$ cat src/rtl/core/mf33_ram.sv
// Generic single-write, dual-read RAM with registered read data.
module mf33_ram #(
  parameter int WIDTH = 8,
  parameter int DEPTH = 256
) (
  input  logic                     clk,
  input  logic                     wr_en,
  input  logic [$clog2(DEPTH)-1:0] wr_addr,
  input  logic [WIDTH-1:0]         wr_data,
  input  logic                     rd_en,
  input  logic [$clog2(DEPTH)-1:0] rd_addr_a,
  input  logic [$clog2(DEPTH)-1:0] rd_addr_b,
  output logic [WIDTH-1:0]         rd_data_a,
  output logic [WIDTH-1:0]         rd_data_b
);

  logic [WIDTH-1:0] mem_r [DEPTH];
  logic [WIDTH-1:0] rd_data_a_r;
  logic [WIDTH-1:0] rd_data_b_r;

  // Write port
  always_ff @(posedge clk) begin
    if (wr_en) begin
      mem_r[wr_addr] <= wr_data;
    end
  end

  // Read ports, hold data while not enabled
  always_ff @(posedge clk) begin
    if (rd_en) begin
      rd_data_a_r <= mem_r[rd_addr_a];
      rd_data_b_r <= mem_r[rd_addr_b];
    end
  end

  assign rd_data_a = rd_data_a_r;
  assign rd_data_b = rd_data_b_r;

endmodule

$ cat config.mk
export PLATFORM = sky130hd
export DESIGN_NAME = mf33_ram
export DESIGN_NICKNAME = d
export VERILOG_FILES = /design/src/rtl/core/mf33_ram.sv
export SDC_FILE = /design/constraint.sdc
export NUM_CORES = 2
export LEC_CHECK = 0
export BUFFER_PORTS_ARGS = -buffer_cell sky130_fd_sc_hd__buf_2
export CAP_MARGIN = 20
export CORE_MARGIN = 5
export CORE_UTILIZATION = 60
export DETAILED_ROUTE_END_ITERATION = 6
export PLACE_DENSITY_LB_ADDON = 0.1
export SLEW_MARGIN = 20
export SYNTH_ARGS = -nofsm -noshare
export SYNTH_HDL_FRONTEND = slang
export SYNTH_SLANG_ARGS = --single-unit
$ cat constraint.sdc
create_clock -name clk -period 6.1 [get_ports clk]
set_clock_uncertainty 0.2 [all_clocks]
set_input_delay 1.525 -clock clk [delete_from_list [all_inputs] [get_ports clk]]
set_output_delay 1.525 -clock clk [all_outputs]
set_load 0.1 [all_outputs]
==> After elaboration in Yosys (flattened, before gate mapping) <==
Memory sizes are Yosys's and may differ from the RTL's. A register that Yosys moved wholly into a read port is not among the register bits.
Cells that the tools add are included.
{ "op_classes": {"mux": 2} }
{ "ops": {"columns": ["op", "n"], "rows": [
  ["1-bit two-way mux", 2]
]} }
{ "word_totals": {"register_bits": 0, "ram_bits": 2048, "inputBits": 35, "out_inout_bits": 16, "elab_cells": 3, "memories": 1} }
{ "memory_table": {"columns": ["name", "depth", "word_bits", "rd", "rd_clocked_by_memory_dff", "wr", "line", "rtl"], "rows": [
  ["mem_r", 256, 8, 2, 2, 1, "17", "logic [WIDTH-1:0] mem_r [DEPTH];"]
]} }

==> Depth between registers and ports, before layout <==
{ "logic_depth": {"depth_word": 2, "ltp_mapped": 12, "ltp_nobuf": 6} }

==> Least setup slack after synthesis <==
No wires, ideal clock.
{ "synth_path": {"kind": "input port to flip-flop", "from": "input rd_addr_b[0]", "to": "register rd_data_b_r[0], in the netlist rd_data_b[0] (read register of mem_r), data pin", "setup_time_ns": 0.277, "arrival_ns": 3.426, "required_ns": 5.623, "slack_ns": 2.197, "stages": 9, "n_path_buf": 3, "cell_sequence": "buf_4 -> buf_6 -> buf_2 -> mux4_2 -> mux4_2 -> nand2_1 -> a21oi_1 -> a21oi_1 -> a221oi_2"} }
{ "synth_lines": {"columns": ["item", "line", "rtl"], "rows": [
  ["start: declaration", "12", "input logic [$clog2(DEPTH)-1:0] rd_addr_b,"],
  ["end: declaration", "19", "logic [WIDTH-1:0] rd_data_b_r;"]
]} }

==> flow_summary.yaml <==
detailed_routing:
  finalWirelength_um: 300000
  routedWlPerCell_um: 40.6
  vias: 56400
  vias_per_cell: 7.62
  postRouteAntennaNets: 0
  drt_first_pass_iters: 6
  drtIter0Drc: 9190
  drc: 0
critical_path:
  regToRegStartpoint: "mem_r[94][4]"
  ff2ff_path_depth: 6
  cp_max_fo: 37
  required_ns: 6.47
  worstSetupEndpointType: "flop"
  start_kind: "primary input"
  critical_path_class: "in -> reg"
  r2r_end: "rd_data_a[4]"
  rrSetupSlack_ns: 2.64
  arrival_ns: 5.26
synthesis:
  synth_enable_flop_cells: 2064
  synth_most_common_cell: "edfxtp_1"
  synth_area_leaders: "edfxtp_1 (64%), mux4_2 (24%), mux2i_1 (2.4%), nor2_1 (1.2%), o221ai_1 (0.59%)"
  yosysWarnings: 0
  syn_area_mm2: 0.0971
  syn_area_per_cell_um2: 20.0
  syn-num-nets: 4882
  synth_common_cells: "edfxtp_1 (2064), mux4_2 (1051), nor2_1 (298)"
  netlist.area_leader.share: 0.638
  synth_top_flop_cell: "edfxtp_1"
  yosysSeqAreaShare: 0.638
  synthCells: 4847
  postSynth.asyncResetShare: 0
  synth_area_leader_cell: "edfxtp_1"
  yosysUniqueCellTypes: 64
  synth_seq_cells: 2064
placement:
  post-dp-hpwl_um: 196000
  dp.cells: 7004
  io_buffers: 50
  gp_congestion: 0.965
cells_and_area:
  final_cells: 7402
  syn2layout_area_growth_pct: 10.5
  fill_cells: 10500
  final_nets: 5089
  drive_gt1_frac: 0.343
cts:
  clock_latency_ns: 0.87
  h-tree-depth: 4
  cts_tree: "done"
  cts_buffer_depth: 3
  post_cts_resized: 0
  post-cts-setup-buffers: 0
  cts_buffers: 207
  clk_pin_slew_ns: 0.06
  root_buffer: "clkbuf_16"
  cts.sinks: 2064
  cts_hold_buf: 0
timing:
  setup_viol: 0
  final-hold-violation-count: 0
  fin_crit_ns: 4.89
  period_share: 0.802
  tightest_slew_ns: 1.24
  fin_tns_setup_ns: 0
  slew_viol_final: 0
  grt_setup_unrepaired: "false"
  max-slew-margin-rel: 0.171
  fmax_mhz: 204
floorplan:
  num_rows: 147
  die_w_um: 412
  die_area_mm2: 0.170
  ios: 51
  fp.dieH_um: 412
  initial_core_util: 0.604
  core-area_mm2: 0.161
flow_run:
  cap_violations: 0
worst_hold_path:
  hold_path.class: "reg -> reg"
  holdPathEnd: "rd_data_b[0]"
  holdPathStages: 5
  min_from: "mem_r[252][0]"
power:
  power_density_mw_per_mm2: 287
  p_leak_uw: 0.0338
  max-vdd-ir-drop_uv: 354
status:
  outcome: "complete, no violations"
grt:
  grt_overflow: 0
  grt_use_total: 0.359
  grt_pass1_wl_um: 423000
  grt_max_degree: 161
  antenna_found_initial: 24
  grt_pass1_vias: 55100
where the power goes:
group	total, µW	switching (µW)	leakage [µW]	internal [µW]
Clock	12300	5480	0.00315	6860
Sequential	15700	50.2	0.0186	15700
Combinational	2760	1740	0.0121	1020
Total	30800	7270	0.0338	23500
layer usage:
| metal | GRT usage | wire, µm |
|---|---|---|
| met3 | 0.108 | 43100 |
| met1 | 0.513 | 107000 |
| met4 | 0.149 | 15100 |
| met5 | 0 | 153 |
| met2 | 0.525 | 135000 |
registers in the layout, summed over array words and instances, names as in the netlist:
signal     count
rd_data_b      8
rd_data_a      8
mem_r       2048
placed cells by master, fill, tap and decap left out, types with 62 or more instances in the layout:
master | Yosys | final
mux4_2 | 1051 | 1051
clkbuf_16 | 0 | 209
nand2_1 | 114 | 114
o221ai_1 | 65 | 65
a22oi_1 | 62 | 62
clkinv_1 | 4 | 67
mux2i_1 | 236 | 236
a21oi_1 | 79 | 78
buf_4 | 42 | 299
nor2_1 | 298 | 298
edfxtp_1 | 2064 | 2064
stage by stage:
step	power (µW)	area [µm²]	setup slack, ns	util	hold WS (ns)
after global placement	18700	101000	-0.00920	0.627	0.899
after floorplan	17600	97100	2.20	-	0.703
final	30800	107000	1.21	0.668	0.924
after CTS	30800	107000	1.44	0.667	0.900
after detailed placement	18700	101000	0.504	0.627	0.901
after global routing	31600	107000	1.19	0.667	1.01
logic make-up after synthesis:
group,synth area share
buffers and inverters,0.0273
muxes,0.272
DFF,0.638
and+or+nand+nor,0.0269
AOI/OAI and AO/OA,0.0353
critical path: stages:
cell,delay [ns]
buf_8,0.31
buf_12,0.31
buf_4,0.41
mux4_2,0.37
a22o_1,0.29
a221oi_1,0.53
o32ai_1,0.36
nor3_2,0.76
nor4_1,0.15
worst max path at each step:
stage,start,slack [ns],end
after global routing,rd_addr_a[0],1.19,rd_data_a[4]
after detailed placement,rd_addr_a[0],0.50,rd_data_a[4]
after global placement,rd_addr_a[0],-0.009,rd_data_a[4]
final,rd_addr_a[1],1.21,rd_data_a[4]
after floorplan,rd_addr_b[0],2.20,rd_data_b[0]
after CTS,rd_addr_a[0],1.44,rd_data_a[4]
cell type report:
class | instances | area [µm²] | area share
clock inverter | 135 | 1080 | 0.0101
multi-input combinational | 2382 | 32600 | 0.304
antenna | 12 | 30.0 | 0.000280
tap | 2160 | 2700 | 0.0252
clock buffer | 250 | 5380 | 0.0502
inverter | 6 | 26.3 | 0.000245
sequential | 2064 | 62000 | 0.578
timing repair buffer | 393 | 3540 | 0.0330
Note: power is estimated with default switching activity, not from simulation.
