<file path="config.mk">
export PLATFORM = sky130hd
export DESIGN_NAME = mf33_queue
export DESIGN_NICKNAME = d
export VERILOG_FILES = /design/src/rtl/core/mf33_pkg.sv /design/src/rtl/core/mf33_queue.sv
export SDC_FILE = /design/constraint.sdc
export NUM_CORES = 1
export LEC_CHECK = 0
export ABC_AREA = 0
export BUFFER_PORTS_ARGS = -buffer_cell sky130_fd_sc_hd__buf_2
export CAP_MARGIN = 15
export CORE_MARGIN = 2
export CORE_UTILIZATION = 50
export CTS_CLUSTER_DIAMETER = 200
export DETAILED_ROUTE_END_ITERATION = 8
export GPL_ROUTABILITY_DRIVEN = 1
export PLACE_DENSITY = 0.73
export SLEW_MARGIN = 20
export SYNTH_ARGS = -nofsm -noshare
export SYNTH_HDL_FRONTEND = slang
export SYNTH_SLANG_ARGS = --single-unit
</file>
<file path="constraint.sdc">
create_clock -name clk -period 6.5 [get_ports clk]
set_input_delay 1.3 -clock clk [delete_from_list [all_inputs] [get_ports clk]]
set_output_delay 1.3 -clock clk [all_outputs]
set_load 0.05 [all_outputs]
</file>
<file path="src/rtl/core/mf33_pkg.sv">
// Shared constants, types and the divide-by-nine rounding function of the 3x3 mean filter.
package mf33_pkg;

  // Geometry limits
  localparam int MAX_WIDTH    = 2048;
  localparam int MAX_CHANNELS = 4;
  localparam int STORE_DEPTH  = MAX_WIDTH * MAX_CHANNELS;
  localparam int ADDR_W       = $clog2(STORE_DEPTH);
  localparam int X_W          = $clog2(MAX_WIDTH);
  localparam int C_W          = (MAX_CHANNELS > 1) ? $clog2(MAX_CHANNELS) : 1;

  // Port widths
  localparam int WIDTH_REG_W  = 12;
  localparam int CHAN_REG_W   = 3;
  localparam int CFG_IDX_W    = 2;
  localparam int CFG_DATA_W   = 12;
  localparam int SAMPLE_W     = 8;

  // Arithmetic widths: a column sum of three samples, a sum of nine
  localparam int COLSUM_W     = 10;
  localparam int SUM_W        = 12;
  localparam int BIASED_W     = SUM_W + 1;
  localparam int FACTOR_W     = 13;
  localparam int PROD_W       = BIASED_W + FACTOR_W;
  localparam int DIV9_SHIFT   = 16;
  localparam int QUOT_W       = PROD_W - DIV9_SHIFT;

  localparam logic [BIASED_W-1:0] ROUND_BIAS  = BIASED_W'(5);
  localparam logic [FACTOR_W-1:0] DIV9_FACTOR = FACTOR_W'(7282);
  localparam logic [QUOT_W-1:0]   MEAN_MAX    = QUOT_W'(255);

  // Register reset values
  localparam int RESET_WIDTH    = 640;
  localparam int RESET_CHANNELS = 1;

  // Result queue
  localparam int Q_DEPTH = 3;
  localparam int Q_CNT_W = 2;
  localparam int NRES_W  = 2;

  // Configuration register indexes
  typedef enum logic [CFG_IDX_W-1:0] {
    CFG_IMAGE_WIDTH   = 2'd0,
    CFG_CHANNEL_COUNT = 2'd1
  } cfg_idx_t;

  // Input item kinds
  typedef enum logic {
    REQ_SAMPLE = 1'b0,
    REQ_DRAIN  = 1'b1
  } req_t;

  // One result item
  typedef struct packed {
    logic [SAMPLE_W-1:0] mean_value;
    logic                last_in_run;
    logic                frame_end;
  } result_t;

  // Results handed from the compute stage to the result queue
  typedef struct packed {
    logic [NRES_W-1:0] cnt;
    result_t           res0;
    result_t           res1;
  } q_push_t;

  // Rounded mean of nine samples: ((sum + 5) * 7282) >> 16, clamped to 255
  function automatic logic [SAMPLE_W-1:0] mean9(input logic [SUM_W-1:0] sum);
    logic [BIASED_W-1:0] biased;
    logic [PROD_W-1:0]   prod;
    logic [QUOT_W-1:0]   quot;
    biased = {1'b0, sum} + ROUND_BIAS;
    prod   = PROD_W'(biased) * PROD_W'(DIV9_FACTOR);
    quot   = prod[PROD_W-1:DIV9_SHIFT];
    return (quot > MEAN_MAX) ? SAMPLE_W'(MEAN_MAX) : quot[SAMPLE_W-1:0];
  endfunction

endpackage

</file>
<file path="src/rtl/core/mf33_queue.sv">
// Three-entry result queue that takes up to two results per cycle while it has room, and feeds the output port.
module mf33_queue
  import mf33_pkg::*;
(
  input  logic    clk,
  input  logic    rst_n,
  input  q_push_t push,
  input  logic    pop,
  output logic    room,
  output logic    head_valid,
  output result_t head
);

  result_t            ent_r   [Q_DEPTH];
  result_t            ent_nxt [Q_DEPTH];
  logic [Q_CNT_W-1:0] cnt_r;
  logic [Q_CNT_W-1:0] cnt_nxt;
  logic [Q_CNT_W-1:0] base;

  // Shift out the head on pop, then append the new results behind what remains
  always_comb begin
    base = cnt_r - Q_CNT_W'(pop);
    for (int i = 0; i < Q_DEPTH; i++) begin
      if (pop && (i < Q_DEPTH - 1)) begin
        ent_nxt[i] = ent_r[i+1];
      end else begin
        ent_nxt[i] = ent_r[i];
      end
      if ((push.cnt != '0) && (Q_CNT_W'(i) == base)) begin
        ent_nxt[i] = push.res0;
      end
      if ((push.cnt == NRES_W'(2)) && (Q_CNT_W'(i) == base + Q_CNT_W'(1))) begin
        ent_nxt[i] = push.res1;
      end
    end
    cnt_nxt = base + Q_CNT_W'(push.cnt);
  end

  // Hold payload, count entries
  always_ff @(posedge clk) begin
    if (!rst_n) begin
      cnt_r <= '0;
    end else begin
      cnt_r <= cnt_nxt;
    end
  end

  always_ff @(posedge clk) begin
    for (int i = 0; i < Q_DEPTH; i++) begin
      ent_r[i] <= ent_nxt[i];
    end
  end

  assign room       = (cnt_r <= Q_CNT_W'(1));
  assign head_valid = (cnt_r != '0);
  assign head       = ent_r[0];

  a_cnt_bound: assert property (@(posedge clk) disable iff (!rst_n)
    cnt_r <= Q_CNT_W'(Q_DEPTH))
    else $error("result queue count beyond depth");

  a_push_fits: assert property (@(posedge clk) disable iff (!rst_n)
    (push.cnt != '0) |-> room)
    else $error("results pushed without room for two");

endmodule

</file>
# Yosys cells after proc, flatten, opt, wreduce, memory -nomap -nowiden
# Memory sizes are Yosys's and may differ from the RTL's.
# Cells that the tools add are included.
# classes
add_sub_neg,3
magnitude_cmp,1
n_eq_ne,5
mux,8
n_reduce_logical,10
# ops
cell,count
$mux W10,8
$logic_and A1 B1 Y1,6
$eq A1 B2 Y1 const A,2
$eq A2 B2 Y1 const A,2
$logic_not A2 Y1,2
$reduce_bool A2 Y1,2
$add A2 B1 Y2 const B,1
$add A2 B2 Y2,1
$eq A2 B2 Y1 const B,1
$le A2 B1 Y1 const B,1
$sub A2 B1 Y2,1
# totals
register_bits,2
ramBits,30
input_bits,25
output_inout_bits,12
wordCells,29
memories,1
# mem_list
memory,words,word_bits,rd,rd_clocked_by_memory_dff,write_ports,line,source
ent_r,3,10,3,0,3,mf33_queue.sv:14,result_t ent_r [Q_DEPTH];

# Depth between registers and ports, before layout
# Gate-level depths: netlist (run 1).
# depth
word_depth,5
depth_mapped,7
ltp_nobuf,5

# Worst setup path after synthesis (run 1)
# OpenSTA, ideal clock, no wires.
# synth_timing
path_type,input-to-reg
from,input pop
to,"memory ent_r[0][0] (netlist name), enable pin"
setup_ns,0.381
arrival_time_ns,2.828
required_time_ns,6.119
slack_ns,3.292
path_stages,6
path_buffers,2
path_cell_list,ha_1 -> buf_2 -> or3b_2 -> nand2b_1 -> buf_2 -> o211ai_1
# synth_lines
element,line,source
"start, declared",mf33_queue.sv:8,"input logic pop,"
"end, declared",mf33_queue.sv:14,

==> results of run 1 <==
==> Yosys cell counts, types with 2 or more instances <==
library cell / count
o21ai_0: 21
nand2_1: 2
o211ai_1: 2
inv_1: 4
nor2_1: 2
edfxtp_1: 30
nor3_1: 20
mux2_1: 10
dfxtp_1: 2
a31oi_1: 20
buf_2: 6
nand3_1: 20
buf_4: 11
clkbuf_2: 2
o21a_1: 10
clkbuf_1: 10
==> stage by stage <==
| stage | utilization, % | power, W | setup slack, ps |
|---|---|---|---|
| 4_1_cts | 57.9 | 0.000808 | 3000 |
| 2_1_floorplan | - | 0.000589 | 3290 |
| 3_3_place_gp | 54.7 | 0.000613 | 2830 |
| 6_report | 58.1 | 0.000813 | 2960 |
| 3_5_place_dp | 55.0 | 0.000626 | 2740 |
| 5_1_grt | 58.1 | 0.000849 | 2750 |
==> layout make-up <==
| class | count | area [um2] | share of cell area, % |
|---|---|---|---|
| sequential | 32 | 941 | 44.2 |
| clock buffer | 5 | 68.8 | 3.23 |
| inverter | 4 | 15.0 | 0.705 |
| timing repair buffer | 37 | 188 | 8.82 |
| tap | 48 | 60.1 | 2.82 |
| multi-input combinational | 122 | 818 | 38.4 |
| clock inverter | 3 | 37.5 | 1.76 |
==> worst max path at each step <==
stage                                  end  cells past startpoint  start  slack [ps]
floorplan            ent_r[0][0]$_DFFE_PP_                      6    pop        3290
global placement     ent_r[0][0]$_DFFE_PP_                      5    pop        2830
detailed placement   ent_r[0][2]$_DFFE_PP_                      5    pop        2740
finish              ent_r[0][10]$_DFFE_PP_                      5    pop        2960
CTS                  ent_r[0][8]$_DFFE_PP_                      5    pop        3000
global route         ent_r[0][0]$_DFFE_PP_                      4    pop        2750
==> cell families after synthesis <==
logic type               after synthesis  synth area share, %
XOR/XNOR                               3                 2.49
AO/OA/AOI/OAI                         55                 17.4
AND/OR/NAND/NOR                       53                 14.9
adder cells (fa/ha/maj)                1                0.655
multiplexers                          10                 5.89
flip-flops                            32                 49.2
buffers and inverters                 34                 9.36
==> sequential cells by signal (all words and copies together), names as in the netlist <==
signal,count
cnt_r,2
ent_r,30
==> critical path, stage by stage <==
cell and delay (ps):
buf_2 110, ha_1 650, nand3b_1 430, or2_2 510
o211ai_1 450
==> metal layers <==
layer | part of all wire (%) | GRT usage (%) | vias up
li1 | - | - | 732
met1 | 41 | 28.0 | 734
met2 | 47 | 33.0 | 93
met3 | 10 | 4.94 | 8
met4 | 1.5 | 9.64 | 0
met5 | 0 | 0 | -
==> power breakdown <==
part           switching [W]  leakage [nW]  internal [W]
registers          0.0000153         0.312      0.000302
logic               0.000227         0.394     0.0000840
clock network      0.0000723        0.0532      0.000111
total               0.000315         0.759      0.000498
==> impl_metrics.tcl, run 1 <==
set metrics [dict create \
    gp_congestion 0.821 \
    period_share_pct 54.5 \
    overflow 0 \
    ys.flop_type "edfxtp_1" \
    r2r_start "cnt_r[0]$_SDFF_PN0_" \
    maxCapViolations 0 \
    vias 1567 \
    port_buffers 36 \
    ant_nets 0 \
    synth_async_sr_flop_share_pct 0 \
    hold_path_depth 2 \
    wl_um 4180 \
    syn_area_per_cell_um2 10.2 \
    grt_pass1_vias 1487 \
    finalNonFillerCells 251 \
    dp.cells 243 \
    worstSetupStartpointType "primary input" \
    timing.final.crit_period_ps 3540 \
    final_common_cell "buf_2" \
    synth.distinct_cells 32 \
    syn_nets 214 \
    netlist_area_um2 1910 \
    cts_sinks 32 \
    start_util_pct 52.2 \
    cts_tree "built" \
    fillCellCount 320 \
    rr_worst_depth 5 \
    die_y_um 65.8 \
    max-vdd-ir-drop_v 0.000177 \
    relSlewSlack_pct 34.8 \
    drtIter0Drc 133 \
    rows 22 \
    clkTransAtPathRegs_ps 70 \
    fin_tns_setup_ps 0 \
    critPathRequiredTime_ps 6410 \
    final_cell_mix "36 x buf_2, 30 x edfxtp_1, 21 x o21ai_0" \
    regToRegEndpoint "ent_r[0][10]$_DFFE_PP_" \
    post-route-cell-area_um2 2130 \
    grt_max_degree 38 \
    cp_max_fo 19 \
    rsz0062_at_grt "false" \
    htree_levels 2 \
    synth_edf_count 30 \
    grt_usage_pct 21.1 \
    ys_seq_elements 32 \
    hold_start "ent_r[0][28]$_DFFE_PP_" \
    hold_end "ent_r[0][18]$_DFFE_PP_" \
    numCtsBuffers 5 \
    post_dp_cell_area_um2 2010 \
    cts-resized-gates 0 \
    finalNetCount 228 \
    synth_area_leaders "edfxtp_1 47%, a31oi_1 6.5%, mux2_1 5.9%" \
    drive_gt1_share_pct 23.6 \
    fmax_mhz 282 \
    cts_hold_buf 0 \
    hold_viol 0 \
    fin_skew_ps 5.95 \
    arrival_ps 3450 \
    grt_pass1_wl_um 6890 \
    clock_path_buffers 2 \
    path_class "in -> reg" \
    worstMarginPinSlew_ps 978 \
    drv_slew 0 \
    end_kind "flop" \
    antenna_found_initial 0 \
    ys_warn_count 0 \
    insertion_delay_ps 290 \
    drcViolationCount 0 \
    pin_count 37 \
    hold_path_class "reg -> reg" \
    antenna_cells 0 \
    outcome "finished, final reports clean" \
    yosysSeqAreaShare_pct 49.2 \
    place_hpwl_um 2930 \
    die_area_um2 4330 \
    postSynthCellCount 188 \
    p_leak_nw 0.759 \
    cts_setup_buffers 0 \
    via_per_inst 6.24 \
    pwr_density_cell_nw_per_um2 382 \
    dr.pass1.iters 4 \
    wl_per_cell_um 16.7 \
    holdWs_ps 654 \
    syn_to_final_growth_pct 11.4 \
    finalSetupViolations 0 \
    yosys.area.top_type "edfxtp_1" \
    die_w_um 65.8 \
    clock_tree.root_cell "clkbuf_8" \
    ff2ff_setup_slack_ps 3740 \
    synth.top_cell.area_share_pct 47.2 \
    core_area_um2 3660 \
]
No activity file was read; power rests on OpenSTA's default activity.
==> inputs of run 2 (changes only) <==
==> constraint.sdc (replaced) <==
create_clock -name clk -period 3.7 [get_ports clk]
set_input_delay 0.74 -clock clk [delete_from_list [all_inputs] [get_ports clk]]
set_output_delay 0.74 -clock clk [all_outputs]
set_load 0.05 [all_outputs]
==> impl_metrics.tcl, run 2 (same netlist as run 1, synthesis figures left out) <==
set metrics [dict create \
    rows 22 \
    worstSetupStartpointType "primary input" \
    setup_ws_ps 735 \
    grt_pass1_vias 1373 \
    largest_register_ffs 30 \
    max-vdd-ir-drop_v 0.000287 \
    start_util_pct 52.2 \
    overflow 0 \
    end_kind "flop" \
    antenna_found_initial 0 \
    timing.final.crit_period_ps 2970 \
    numCtsBuffers 5 \
    finalSetupViolations 0 \
    place_hpwl_um 3220 \
    cts_setup_buffers 0 \
    syn_to_final_growth_pct 12.0 \
    fin_skew_ps 11.9 \
    drive_gt1_share_pct 25.6 \
    fin_tns_setup_ps 0 \
    regArea_um2 941 \
    post-route-cell-area_um2 2140 \
    pin_count 37 \
    dr.pass1.iters 5 \
    drtIter0Drc 131 \
    grt_usage_pct 21.6 \
    die_w_um 65.8 \
    vias 1528 \
    pwr_density_cell_nw_per_um2 676 \
    via_per_inst 5.99 \
    insertion_delay_ps 290 \
    arrival_ps 2870 \
    clkTransAtPathRegs_ps 60 \
    rsz0062_at_grt "false" \
    cp_max_fo 19 \
    gp_congestion 0.970 \
    top_regs "ent_r x30, cnt_r x2" \
    clock_path_buffers 2 \
    post_dp_cell_area_um2 2030 \
    path_class "in -> reg" \
    grt_max_degree 38 \
    cts-resized-gates 0 \
    multi_input_comb_area_um2 798 \
    critPathRequiredTime_ps 3610 \
    hold_viol 0 \
    path_cells "buf_2 -> ha_1 -> or3b_2 -> nand2b_1 -> o211ai_1" \
    finalNetCount 232 \
    wl_per_cell_um 17.2 \
    die_y_um 65.8 \
    final_common_cell "buf_2" \
    htree_levels 2 \
    fmax_mhz 337 \
    wl_um 4390 \
    port_buffers 36 \
    final_cell_mix "36 x buf_2, 30 x edfxtp_1, 21 x o21ai_0" \
    worstMarginPinSlew_ps 951 \
    critPathSlowestCell "or3b_2" \
    drv_slew 0 \
    cts_sinks 32 \
    grt_pass1_wl_um 6870 \
    clock_tree.root_cell "clkbuf_8" \
    fillCellCount 306 \
    hold_path_class "in -> reg" \
    regMostFlops "ent_r" \
    antenna_cells 0 \
    drcViolationCount 0 \
    p_leak_nw 0.774 \
    outcome "finished, final reports clean" \
    finalPower_w 0.00145 \
    ant_nets 0 \
    dp_slack_ps 455 \
    worst_path_largest_cell_delay_ps 660 \
    cts_hold_buf 0 \
    dp.cells 247 \
    cts_tree "built" \
    period_share_pct 80.1 \
    relSlewSlack_pct 35.9 \
    die_area_um2 4330 \
    finalNonFillerCells 255 \
    core_area_um2 3660 \
    maxCapViolations 0 \
]
==> run 2: final cells by class <==
type                            count  share of cell area, %
Tap cell                           48                   2.81
Clock buffer                        6                   3.39
Sequential cell                    32                   44.0
Multi-Input combinational cell    122                   37.3
Clock inverter                      2                   1.64
Timing Repair Buffer               41                   10.2
Inverter                            4                  0.702
==> run 2: final timing paths <==
kind	startpoint	end	slack, ps	depth (start not counted)
max	pop	ent_r[0][9]$_DFFE_PP_	730	5
min	rst_n	cnt_r[1]$_SDFF_PN0_	680	2
min reg2reg	ent_r[0][21]$_DFFE_PP_	ent_r[0][11]$_DFFE_PP_	680	2
max reg2reg	cnt_r[0]$_SDFF_PN0_	ent_r[0][9]$_DFFE_PP_	950	5
==> run 2: stage by stage <==
stage | hold slack (ps) | util [%]
finish | 675 | 58.4
global route | 685 | 58.4
CTS | 672 | 58.4
detailed placement | 655 | 55.5
global placement | 691 | 55.5
floorplan | 585 | -
==> run 2: worst max-delay path, delay by kind of cell <==
kind	cells	cell delay [ps]
AOI/OAI and AO/OA	1	490
adders and majority gates	1	520
buffers and inverters	1	110
and+or+nand+nor	2	1020
==> run 2: report_power, final <==
part           leakage (nW)  total [W]  switching (W)  internal [W]
registers             0.312   0.000558      0.0000270      0.000531
clock network        0.0552   0.000329       0.000129      0.000200
logic                 0.406   0.000559       0.000407      0.000152
==> run 2: metal layers <==
layer	share of wire [%]	global-route usage (%)	wire [um]	vias up
li1	-	-	-	732
met1	42	28.6	1840	701
met5	0	0	0	-
met2	47	33.1	2060	82
met3	7.6	5.11	332	13
met4	3.6	10.7	159	0
